[src/assert_macros.svh]
// Assertion macros shared by the RTL of the decimal text converter.
// Included by each module that checks itself; depends on nothing else.
`ifndef ASSERT_MACROS_SVH
`define ASSERT_MACROS_SVH
`ifndef SYNTHESIS
// property must hold at every clock edge outside reset
`define SITDA_ASSERT(label, clk, rst, prop) \
   label: assert property (@(posedge clk) disable iff (rst) (prop)) \
      else $error("sitda assertion failed");
// expression must never be true outside reset
`define SITDA_NEVER(label, clk, rst, expr) \
   label: assert property (@(posedge clk) disable iff (rst) !(expr)) \
      else $error("sitda forbidden condition seen");
`else
`define SITDA_ASSERT(label, clk, rst, prop)
`define SITDA_NEVER(label, clk, rst, expr)
`endif
`endif

[src/sitda_pkg.sv]
// Constants, types and helper functions of the decimal text converter.
// Stand-alone package; used by signed_int_to_decimal_ascii.
package sitda_pkg;

   // input width and the packed bus width that carries it
   localparam int VALUE_BITS     = 32;
   localparam int REQ_W          = ((VALUE_BITS + 7) / 8) * 8;

   // double-dabble: bits consumed per pipeline stage
   localparam int BITS_PER_STAGE = 4;
   localparam int DD_STAGES      = (VALUE_BITS + BITS_PER_STAGE - 1) / BITS_PER_STAGE;
   localparam int MAG_W          = DD_STAGES * BITS_PER_STAGE;

   // decimal digits for an MAG_W-bit magnitude (1233/4096 ~ log10(2))
   localparam int DIGITS         = (MAG_W * 1233) / 4096 + 1;
   localparam int IDX_W          = $clog2(DIGITS);

   localparam int CHAR_W         = 8;
   localparam logic [CHAR_W-1:0] CHAR_ZERO  = 8'd48;
   localparam logic [CHAR_W-1:0] CHAR_MINUS = 8'd45;

   typedef logic [DIGITS-1:0][3:0] bcd_type;

   typedef struct packed {
      logic             valid;
      logic             neg;
      logic [MAG_W-1:0] mag;
      bcd_type          bcd;
   } stage_type;

   // one double-dabble step: add 3 to digits of 5 and up, then shift in a bit
   function automatic bcd_type dd_step(bcd_type bcd, logic bit_in);
      bcd_type               adj;
      logic [DIGITS*4-1:0]   flat;
      adj = bcd;
      for (int i = 0; i < DIGITS; i++) begin
         if (adj[i] >= 4'd5) begin
            adj[i] = adj[i] + 4'd3;
         end
      end
      flat = adj;
      flat = {flat[DIGITS*4-2:0], bit_in};
      return flat;
   endfunction

   // position of the most significant non-zero digit, zero when all are zero
   function automatic logic [IDX_W-1:0] lead_index(bcd_type bcd);
      logic [IDX_W-1:0] idx;
      idx = '0;
      for (int i = 0; i < DIGITS; i++) begin
         if (bcd[i] != 4'd0) begin
            idx = IDX_W'(i);
         end
      end
      return idx;
   endfunction

endpackage

[src/signed_int_to_decimal_ascii.sv]
// Signed integer to decimal ASCII text converter. Each accepted item is one
// two's complement integer; the block sends its decimal text, most
// significant character first, a '-' first for negative values, no leading
// zeros, and tlast on the final character. The most negative value is exact.
// An item is registered with its sign and magnitude, then passes DD_STAGES (8)
// double-dabble stages of four bits each before its first character shows.
// The character serialiser then sends one character a cycle while rsp_tready
// is high: a number is 1 to 11 characters (sign plus digits), and that
// serialiser sets the sustained rate. A new item is loaded into the
// serialiser in the same cycle that the previous item's last character is
// taken, so runs follow back to back.
// Depends on sitda_pkg and assert_macros.svh.
`include "assert_macros.svh"

module signed_int_to_decimal_ascii
   import sitda_pkg::*;
(
   input  logic              clock,
   input  logic              reset,
   // input item
   input  logic              req_tvalid,
   output logic              req_tready,
   input  logic [REQ_W-1:0]  req_tdata,   // [VALUE_BITS-1:0] value, rest zero
   // result item
   output logic              rsp_tvalid,
   input  logic              rsp_tready,
   output logic [CHAR_W-1:0] rsp_tdata,   // [7:0] character
   output logic              rsp_tlast    // last_char
);

   stage_type                stage_ff [DD_STAGES+1];
   stage_type                stage_in [DD_STAGES+1];
   stage_type                cur;
   stage_type                last_stage;

   logic                     busy_ff,   busy_in;
   logic                     sign_ff,   sign_in;
   logic [IDX_W-1:0]         idx_ff,    idx_in;
   bcd_type                  digits_ff, digits_in;

   logic [VALUE_BITS-1:0]    value;
   logic [VALUE_BITS-1:0]    mag_full;
   logic                     take;
   logic                     done_take;
   logic                     ser_load;
   logic                     pipe_en;

   assign last_stage = stage_ff[DD_STAGES];

   // serialiser handshake and pipeline advance
   assign take       = rsp_tvalid && rsp_tready;
   assign done_take  = take && !sign_ff && (idx_ff == '0);
   assign ser_load   = last_stage.valid && (!busy_ff || done_take);
   assign pipe_en    = !last_stage.valid || ser_load;
   assign req_tready = pipe_en;

   // entry: sign and magnitude, no whole negation beyond one adder
   assign value    = req_tdata[VALUE_BITS-1:0];
   assign mag_full = value[VALUE_BITS-1] ? (~value + 1'b1) : value;

   // next values of all pipeline stages
   always_comb begin
      stage_in[0].valid = req_tvalid;
      stage_in[0].neg   = value[VALUE_BITS-1];
      stage_in[0].mag   = MAG_W'(mag_full);
      stage_in[0].bcd   = '0;
      for (int k = 1; k <= DD_STAGES; k++) begin
         cur = stage_ff[k-1];
         for (int b = 0; b < BITS_PER_STAGE; b++) begin
            cur.bcd = dd_step(cur.bcd, cur.mag[MAG_W-1]);
            cur.mag = {cur.mag[MAG_W-2:0], 1'b0};
         end
         stage_in[k] = cur;
      end
   end

   // pipeline registers, one enable for the whole chain
   always_ff @(posedge clock) begin
      if (reset) begin
         for (int k = 0; k <= DD_STAGES; k++) begin
            stage_ff[k].valid <= 1'b0;
         end
      end else if (pipe_en) begin
         for (int k = 0; k <= DD_STAGES; k++) begin
            stage_ff[k] <= stage_in[k];
         end
      end
   end

   // serialiser next state
   always_comb begin
      busy_in   = busy_ff;
      sign_in   = sign_ff;
      idx_in    = idx_ff;
      digits_in = digits_ff;
      if (ser_load) begin
         busy_in   = 1'b1;
         sign_in   = last_stage.neg;
         idx_in    = lead_index(last_stage.bcd);
         digits_in = last_stage.bcd;
      end else if (take) begin
         if (sign_ff) begin
            sign_in = 1'b0;
         end else if (idx_ff == '0) begin
            busy_in = 1'b0;
         end else begin
            idx_in = idx_ff - 1'b1;
         end
      end
   end

   // serialiser registers
   always_ff @(posedge clock) begin
      if (reset) begin
         busy_ff <= 1'b0;
      end else begin
         busy_ff <= busy_in;
      end
      sign_ff   <= sign_in;
      idx_ff    <= idx_in;
      digits_ff <= digits_in;
   end

   // character output
   assign rsp_tvalid = busy_ff;
   assign rsp_tdata  = sign_ff ? CHAR_MINUS : (CHAR_ZERO + {4'd0, digits_ff[idx_ff]});
   assign rsp_tlast  = !sign_ff && (idx_ff == '0);

   // checks
   `SITDA_ASSERT(a_digit_bcd, clock, reset,
                 (rsp_tvalid && !sign_ff) |-> (digits_ff[idx_ff] <= 4'd9))
   `SITDA_ASSERT(a_minus_first, clock, reset,
                 (ser_load && last_stage.neg) |=> (rsp_tvalid && rsp_tdata == CHAR_MINUS))
   `SITDA_ASSERT(a_stall_holds, clock, reset,
                 !pipe_en |=> last_stage.valid)
   `SITDA_NEVER(a_load_over_run, clock, reset,
                ser_load && busy_ff && !done_take)

endmodule
[config.mk]
export PLATFORM = sky130hd
export DESIGN_NAME = signed_int_to_decimal_ascii
export DESIGN_NICKNAME = d
export VERILOG_FILES = /design/src/sitda_pkg.sv /design/src/signed_int_to_decimal_ascii.sv
export VERILOG_INCLUDE_DIRS = /design/src /design/src/src
export SDC_FILE = /design/constraint.sdc
export NUM_CORES = 1
export LEC_CHECK = 0
export BUFFER_PORTS_ARGS = -buffer_cell sky130_fd_sc_hd__buf_2
export CORE_MARGIN = 4
export CORE_UTILIZATION = 50
export CTS_CLUSTER_SIZE = 16
export DETAILED_ROUTE_END_ITERATION = 6
export PLACE_DENSITY = 0.66
export SETUP_SLACK_MARGIN = 0.5
export SKIP_CTS_REPAIR_TIMING = 1
export SLEW_MARGIN = 25
export SYNTH_ARGS = -nofsm -noshare
export SYNTH_HDL_FRONTEND = slang
export SYNTH_SLANG_ARGS = --single-unit
[constraint.sdc]
create_clock -name clock -period 33.9 [get_ports clock]
set_clock_uncertainty 0.2 [all_clocks]
set_input_delay 3.39 -clock clock [delete_from_list [all_inputs] [get_ports clock]]
set_output_delay 3.39 -clock clock [all_outputs]
set_load 0.1 [all_outputs]
======== After elaboration in Yosys (flattened, before gate mapping) ========
Memory sizes are Yosys's and may differ from the RTL's.
Index checks and enable logic that the tools add are counted.
Widths: inputs -> output; s select.
storage, ports and cells
  word-level logic and storage cells ...... 1,051
  memory bits (writable) .................. 666
  memories kept ........................... 1
  flip-flop bits (word level) ............. 46
  input bits .............................. 36
  output and inout port bits .............. 11
operators by class
  eq/ne operators ......................... 2
  reduce and logical (&&, ||, !) cells .... 24
  muxes and demuxes ....................... 357
  bitwise gates (word level) .............. 10
  $add $sub $neg .......................... 323
  order comparisons ....................... 321
memory list
  memory    words  bits a word  rd ports  clocked after Yosys merged registers in  write ports  line                               text
  stage_ff  9      74           9         0                                        9            signed_int_to_decimal_ascii.sv:31  stage_type stage_ff [DD_STAGES+1];
operators with widths
  operator               number
  $ge 4x3->1 const B     320
  $mux 4                 301
  $add 4x2->4 const B    288
  $add 3x2->3 const B    32
  $mux 3                 32
  $reduce_bool 4->1      9
  $add 32x1->32 const B  1
  $mux 32                1
  $not 32->32            1
  $mux 1                 21
  $bmux 4 s4             1
  $or 1x1->1             9
  $add 6x4->7 const A    1
  $mux 7                 1
  $reduce_and 3->1       2
  $logic_and 1x1->1      5
  $lt 4x5->1 const B     1
  $logic_not 4->1        1
  $reduce_bool 2->1      2
  $sub 4x1->4 const B    1
  $logic_not 1->1        3
  $logic_or 1x1->1       2
  $ne 2x1->1 const B     1
  $ne 2x2->1 const B     1

======== Longest topological paths before layout ========
Gate-level depths: netlist (run 1).
An unclocked memory read counts as a cell.
  depth after elaboration ................. 12
  depth in mapped cells ................... 21

======== Worst setup path after synthesis (run 1) ========
Ideal clock, no wire load.
  kind .................................... input to register
  start ................................... input rsp_tready
  end ..................................... memory stage_ff[0][614] (netlist bit), data pin
  data arrival time ....................... 15.457 ns
  slack ................................... 18.054 ns
  stages on the path ...................... 8
  setup time .............................. 0.188 ns
  data required time ...................... 33.512 ns
  path through ............................ nand2_1 > o21a_1 > nand2_1 > nand2b_1 > clkinv_1 > clkbuf_1 > clkbuf_1 > o311a_1
RTL lines
  what         line                               text
  from (decl)  signed_int_to_decimal_ascii.sv:26  input logic rsp_tready,
  to (decl)    signed_int_to_decimal_ascii.sv:31

==> results of run 1 <==
-- registers in the layout, summed over array words and instances, names as in the netlist --
name	cells
digits_ff	40
idx_ff	4
rsp_tvalid	1
sign_ff	1
stage_ff	347
-- stage by stage --
stage | setup slack [ns] | std cells
finish | 25.51 | 4568
floorplan | 18.05 | 3698
global placement | 24.96 | 4489
global route | 24.78 | 4568
CTS | 25.42 | 4568
detailed placement | 24.79 | 4489
-- logic make-up after synthesis --
kind of cell	share of synthesized area, %
AO/OA/AOI/OAI	26.01
buffers and inverters	4.180
adder cells (fa/ha/maj)	7.086
other	0.02274
XOR/XNOR	2.762
flip-flops	35.71
AND/OR/NAND/NOR	19.45
multiplexers	4.782
-- worst min-delay path by stage --
stage	end	depth (start not counted)	slack, ns	startpoint
after global routing	digits_ff[1]	0	0.23	stage_ff[0][593]
after CTS	digits_ff[1]	0	0.23	stage_ff[0][593]
after detailed placement	digits_ff[1]	0	0.21	stage_ff[0][593]
final	digits_ff[1]	0	0.22	stage_ff[0][593]
after floorplan	digits_ff[0]	0	0.20	stage_ff[0][592]
after global placement	digits_ff[2]	0	0.21	stage_ff[0][594]
-- worst max-delay path, stage by stage --
cell                       delay [ns]
sky130_fd_sc_hd__buf_2           0.08
sky130_fd_sc_hd__nand2_1         0.09
sky130_fd_sc_hd__o21a_1          0.20
sky130_fd_sc_hd__nand2_1         0.15
sky130_fd_sc_hd__nand2b_4        0.30
sky130_fd_sc_hd__inv_8           0.60
sky130_fd_sc_hd__buf_4           0.63
sky130_fd_sc_hd__buf_4           0.84
sky130_fd_sc_hd__buf_4           0.85
sky130_fd_sc_hd__buf_4           0.83
sky130_fd_sc_hd__nand2_1         0.17
sky130_fd_sc_hd__nor4_1          0.29
-- layout by cell type (no fill, tap or decap), types with 16 or more instances in the layout --
master / synthesis / final
sky130_fd_sc_hd__o32a_1: 16 / 16
sky130_fd_sc_hd__o21ai_1: 22 / 24
sky130_fd_sc_hd__nor2_1: 242 / 242
sky130_fd_sc_hd__a221oi_1: 21 / 21
sky130_fd_sc_hd__xnor2_1: 57 / 55
sky130_fd_sc_hd__clkbuf_16: 0 / 44
sky130_fd_sc_hd__and2_1: 220 / 220
sky130_fd_sc_hd__o22ai_1: 27 / 27
sky130_fd_sc_hd__mux2i_1: 77 / 76
sky130_fd_sc_hd__a21o_1: 49 / 49
sky130_fd_sc_hd__o31ai_1: 17 / 17
sky130_fd_sc_hd__and3_1: 24 / 24
sky130_fd_sc_hd__a311oi_1: 25 / 25
sky130_fd_sc_hd__mux2_2: 52 / 52
sky130_fd_sc_hd__o21a_1: 74 / 74
sky130_fd_sc_hd__ha_1: 187 / 187
sky130_fd_sc_hd__a31oi_1: 34 / 34
sky130_fd_sc_hd__inv_1: 241 / 241
sky130_fd_sc_hd__a211oi_1: 70 / 70
sky130_fd_sc_hd__o21bai_1: 23 / 23
sky130_fd_sc_hd__o311a_1: 21 / 21
sky130_fd_sc_hd__edfxtp_1: 392 / 392
sky130_fd_sc_hd__nand3_1: 52 / 52
sky130_fd_sc_hd__a21oi_1: 275 / 275
sky130_fd_sc_hd__nand2b_1: 73 / 72
sky130_fd_sc_hd__nor3_1: 102 / 102
sky130_fd_sc_hd__o32ai_1: 18 / 18
sky130_fd_sc_hd__a22oi_1: 45 / 45
sky130_fd_sc_hd__or2_2: 32 / 32
sky130_fd_sc_hd__or3_1: 69 / 69
sky130_fd_sc_hd__xor2_1: 37 / 37
sky130_fd_sc_hd__o211ai_1: 44 / 44
sky130_fd_sc_hd__a22o_1: 16 / 16
sky130_fd_sc_hd__a211o_1: 33 / 33
sky130_fd_sc_hd__nor3b_1: 43 / 43
sky130_fd_sc_hd__buf_2: 5 / 43
sky130_fd_sc_hd__nor2b_1: 37 / 37
sky130_fd_sc_hd__nand2_1: 257 / 257
sky130_fd_sc_hd__o21ai_0: 317 / 315
-- layout make-up --
cell class	instances	area (µm²)	share of cell area (%)
multi-input combinational	2944	19880	56.03
tap	855	1070	3.015
clock buffer	51	1147	3.234
clock inverter	28	366.6	1.033
sequential	393	11790	33.23
timing repair buffer	53	302.8	0.8534
inverter	244	923.4	2.603
-- routing by layer --
| metal | vias up | routed length [µm] | global-route usage (%) |
|---|---|---|---|
| met4 | 0 | 937 | 3.227 |
| li1 | 13920 | - | - |
| met1 | 12170 | 28040 | 21.24 |
| met5 | - | 0 | 0 |
| met3 | 57 | 1602 | 1.986 |
| met2 | 243 | 29430 | 30.77 |
==> run metrics, run 1 <==
result of the run=finished, final reports clean; highest clock frequency the design can meet=119.2 MHz; crit end category=flip-flop; arrival time of data at the critical path endpoint=8.59 ns; r2r setup slk=27.30 ns; pin count of the biggest net entering global routing=around 120; top cells by instance count after synthesis=sky130_fd_sc_hd__edfxtp_1 (392), sky130_fd_sc_hd__o21ai_0 (317), sky130_fd_sc_hd__a21oi_1 (275); antenna diode instance count=0; Final Net Count=3903; Final Instance Area=35480 µm²; number of violations of the max-capacitance limit=0; ratio of cells with drive above 1 in the final layout=7.568%; starting density of the core=50.85%; DP Wirelength=42280 µm; Async S/R FF share, synth=0%; Tmin final=8.393 ns; worst slew slack as a fraction of its limit=30.86%; die footprint=70210 µm²; worst setup path endpoint=stage_ff[0][71]; CTS tree=yes; number of failing hold endpoints at the final stage=0; maximum level of the CTS H-tree=2; DR vias/cell=5.777; launch point of the critical path=rsp_tready; type of the tightest min-delay check=flip-flop to flip-flop; height of the die=265.0 µm; Final Slew Violations=0; count of flip-flops with a built-in enable after synthesis=392; part of the Yosys area used for sequential elements=35.71%; path depth of the worst reg2reg path=13; aggregate global-route resource usage=16.71%; number of warnings issued by yosys=0; leading area contributor after synthesis=sky130_fd_sc_hd__edfxtp_1; 1st-iter DRT viols=1491; number of sinks driven by the clock tree=393; hold_ws=roughly 0.22 ns; vias in the first global route=24240; count of input and output buffers=43; transition time of the tightest slew-check pin=between 1 and 1.5 ns; post-detailed-route DRC marker count=0; count of mapped cells out of synthesis=3697; later-pin clock latency in the skew report=0.59 ns; final worst-path cycle share=around a quarter; worst-case clock buffer depth=3; weighted congestion reported at the end of routability-driven placement=0.8171; dominant register cell in the synthesized netlist=sky130_fd_sc_hd__edfxtp_1; Syn Std Cell Area=approximately 33000 µm²; total negative slack for setup checks=0 ns; end of the worst register-to-register path=stage_ff[0][71]; Row Count=93; remaining global-route overflow=0; global-route wire length before repair=105900 µm; most frequent cell after synthesis=sky130_fd_sc_hd__edfxtp_1; share of the synthesized area in the top cell type=35.65%; number of buffers inserted during clock tree synthesis=44; Top-Level Pins=47; leading cell types by total area after synthesis=sky130_fd_sc_hd__edfxtp_1 (36%), sky130_fd_sc_hd__ha_1 (7.1%), sky130_fd_sc_hd__o21ai_0 (4.8%), sky130_fd_sc_hd__a21oi_1 (4.2%), sky130_fd_sc_hd__and2_1 (4.2%); x dimension of the die=265.0 µm; utilization of the core after routing=between 50% and 60%; setup violators final=0; Post-DRT Antenna Nets=0; Seq cells post-synth=393; total wire length=60000 µm; area added between synthesis and finish=7.450%; length of the first detailed-routing pass in iterations=6; RSZ-0062 raised after global routing=false; fillcell total=5901; critical path class=primary input to flip-flop; CP required=between 30 and 40 ns; vias post-DR=26390; post-synth cell types=108; post-synthesis average cell area=8.931 µm²; sort of element at the start of the critical path=primary input; Max FO, Critical Path=around 120; post-detailed-placement cell area=33950 µm²; root cell of the clock tree=sky130_fd_sc_hd__clkbuf_16; initial antenna violation count=0; worst reg2reg startpoint=idx_ff[0]; Reg clk slew, reported paths=approximately 0.06 ns; core area=64930 µm²; average detailed-routed wire length per instance=13.14 µm
Power of run 1 is not shown: default switching activity piles up to over one toggle a cycle in this logic, so the estimate is an artifact.
==> run 2, diff against run 1 <==
==> constraint.sdc (replaced) <==
create_clock -name clock -period 8.1 [get_ports clock]
set_clock_uncertainty 0.2 [all_clocks]
set_input_delay 0.81 -clock clock [delete_from_list [all_inputs] [get_ports clock]]
set_output_delay 0.81 -clock clock [all_outputs]
set_load 0.1 [all_outputs]
==> run 2 against run 1 <==
Compared with the run above:
- die area unchanged
- via count increased by 0.24%
- flip-flop and latch count unchanged
- non-clock buffer count unchanged
- final area increased by 0.14%
- critical endpoint is now stage_ff[0][524]
- hold slack got worse by 0.0072 ns
- largest cell class unchanged
- critical path depth increased by 3
- count of clock-buffer cells in the layout increased by 4
- utilization increased by 0.079 points
- sequential share of layout area about the same
- setup slack got worse by 22 ns
- first-iteration DRC count decreased by 2.0%
==> run metrics, run 2 (synthesis gave the netlist of run 1 again) <==
count of input and output buffers=43 (unchanged); die footprint=70210 µm² (unchanged); core area=64930 µm² (unchanged); length of the first detailed-routing pass in iterations=5 (was 6); DR vias/cell=5.782 (was 5.777); ratio of cells with drive above 1 in the final layout=7.634% (was 7.568%); vias in the first global route=23980 (was 24240); 1st-iter DRT viols=1461 (was 1491); leading cell types in the layout, fill and taps excluded=sky130_fd_sc_hd__edfxtp_1 (392), sky130_fd_sc_hd__o21ai_0 (317), sky130_fd_sc_hd__a21oi_1 (275) (was sky130_fd_sc_hd__edfxtp_1 (392), sky130_fd_sc_hd__o21ai_0 (315), sky130_fd_sc_hd__a21oi_1 (275)); type of the tightest min-delay check=primary input to flip-flop (was flip-flop to flip-flop); worst slew slack as a fraction of its limit=37.03% (was 30.86%); vias post-DR=26450 (was 26390); antenna diode instance count=0 (unchanged); number of buffers inserted during clock tree synthesis=46 (was 44); source of the worst hold timing path=reset (was stage_ff[0][593]); starting density of the core=50.85% (unchanged); Tmin final=4.568 ns; initial antenna violation count=0 (unchanged); Reg clk slew, reported paths=0.06 ns (about the same); CP required=8.23 ns (was 34.10 ns); sort of element at the start of the critical path=flip-flop (was primary input); Max FO, Critical Path=12 (was 118); transition time of the tightest slew-check pin=0.9183 ns (was 1.008 ns); path depth of the worst reg2reg path=15 (was 13); Register Area=11790 µm² (unchanged); height of the die=265.0 µm (unchanged); multi-input gate area in the final layout=19870 µm² (was 19880 µm²); average detailed-routed wire length per instance=13.13 µm (was 13.14 µm); Top-Level Pins=47 (unchanged); total wire length=60050 µm (was 60000 µm); worst-case clock buffer depth=3 (unchanged); cell with the largest stage delay on the worst path=sky130_fd_sc_hd__mux2i_1 (was sky130_fd_sc_hd__buf_4); CTS tree=yes (unchanged); list of cells traversed by the critical path=inv_1, ha_1, nand2b_2, a21oi_4, mux2i_1, a22oi_1, and2_2, ha_1, inv_1, a211oi_1, or3_1, inv_1, ha_1, o211a_1, o31a_1 (was buf_2, nand2_1, o21a_1, nand2_1, nand2b_4, inv_8, buf_4, buf_4, buf_4, buf_4, nand2_1, nor4_1); maximum single-stage delay on the critical path=0.79 ns (was 0.85 ns); leading cell type in the layout, fill and taps excluded=sky130_fd_sc_hd__edfxtp_1 (unchanged); setup violators final=0 (unchanged); area added between synthesis and finish=7.605% (was 7.450%); leading registers by flop count=stage_ff (347), digits_ff (40), idx_ff (4) (unchanged); number of violations of the max-capacitance limit=0 (unchanged); hold path depth=2 (was 0); pin count of the biggest net entering global routing=176 (was 121); worst reg2reg startpoint=stage_ff[0][444] (was idx_ff[0]); maximum level of the CTS H-tree=2 (unchanged); RSZ-0062 raised after global routing=false (unchanged); weighted congestion reported at the end of routability-driven placement=0.8150 (was 0.8171); DP Wirelength=42160 µm (was 42280 µm); Top delay family on crit path=compound AO/OA/AOI/OAI gates (was buffers and inverters); crit end category=flip-flop (unchanged); Post-DRT Antenna Nets=0 (unchanged); fillcell total=5897 (was 5901); number of sinks driven by the clock tree=393 (unchanged); later-pin clock latency in the skew report=0.59 ns (about the same); number of flip-flops under the largest register name=347 (unchanged); arrival time of data at the critical path endpoint=4.70 ns (was 8.59 ns); post-detailed-route DRC marker count=0 (unchanged); x dimension of the die=265.0 µm (unchanged); most flop-heavy register=stage_ff (unchanged); critical path class=flip-flop to flip-flop (was primary input to flip-flop); final worst-path cycle share=56.39%; number of failing hold endpoints at the final stage=0 (unchanged); Final Slew Violations=0 (unchanged); result of the run=finished, final reports clean (unchanged); root cell of the clock tree=sky130_fd_sc_hd__clkbuf_16 (unchanged); r2r setup slk=3.53 ns (was 27.30 ns); Row Count=93 (unchanged); hold_ws=0.2123 ns (was 0.2195 ns); highest clock frequency the design can meet=218.9 MHz; remaining global-route overflow=0 (unchanged); global-route wire length before repair=105400 µm (was 105900 µm); end of the worst register-to-register path=stage_ff[0][524] (was stage_ff[0][71]); hold worst-path end=rsp_tvalid (was digits_ff[1]); total negative slack for setup checks=0 ns (unchanged); aggregate global-route resource usage=16.63% (was 16.71%); Final Net Count=3905 (was 3903); combined buffer and inverter count along the critical path=3 (was 6)
run 2: area by class of cell:
type	instances	share of cell area, %
inverters	244	2.599
clock buffers	55	3.335
clock inverters	31	1.011
flip-flops and latches	393	33.19
multi-input cells	2944	55.94
well taps	855	3.011
repair buffers	53	0.9226
run 2: how the worst max path moves through the flow:
stage / from / end / slack, ns / cells past startpoint
3_5_place_dp: stage_ff[0][444] / stage_ff[0][524] / 3.48 / 15
6_report: stage_ff[0][444] / stage_ff[0][524] / 3.53 / 15
3_3_place_gp: stage_ff[0][444] / stage_ff[0][524] / 3.56 / 15
5_1_grt: stage_ff[0][444] / stage_ff[0][524] / 3.27 / 15
2_1_floorplan: sign_ff / stage_ff[0][614] / 2.02 / 9
4_1_cts: stage_ff[0][444] / stage_ff[0][524] / 3.45 / 15
run 2: worst register-to-register path: stages, from the launching register on:
cell                       delay, ns
sky130_fd_sc_hd__edfxtp_1       0.49
sky130_fd_sc_hd__inv_1          0.21
sky130_fd_sc_hd__ha_1           0.31
sky130_fd_sc_hd__nand2b_2       0.11
sky130_fd_sc_hd__a21oi_4        0.30
sky130_fd_sc_hd__mux2i_1        0.79
sky130_fd_sc_hd__a22oi_1        0.23
sky130_fd_sc_hd__and2_2         0.25
sky130_fd_sc_hd__ha_1           0.19
sky130_fd_sc_hd__inv_1          0.05
sky130_fd_sc_hd__a211oi_1       0.07
sky130_fd_sc_hd__or3_1          0.41
sky130_fd_sc_hd__inv_1          0.08
sky130_fd_sc_hd__ha_1           0.24
sky130_fd_sc_hd__o211a_1        0.11
sky130_fd_sc_hd__o31a_1         0.28
run 2: metal layers:
metal  track usage (%)  routed length (µm)  vias up
met5                 0                   0        -
met4             3.598                 978        0
met3             2.135                1791       68
met2             30.22               29220      290
met1             21.23               28060    12170
li1                  -                   -    13920
run 2: through the flow:
| stage | util [%] | worst slack (ns) | cell area, µm² | std cells |
|---|---|---|---|---|
| floorplan | - | 2.017 | 33030 | 3698 |
| global placement | 52.32 | 3.560 | 33970 | 4489 |
| detailed placement | 52.33 | 3.481 | 33980 | 4489 |
| CTS | 54.71 | 3.447 | 35520 | 4575 |
| global route | 54.72 | 3.274 | 35530 | 4575 |
| finish | 54.72 | 3.532 | 35530 | 4575 |
Power of run 2 is left out for the same reason.
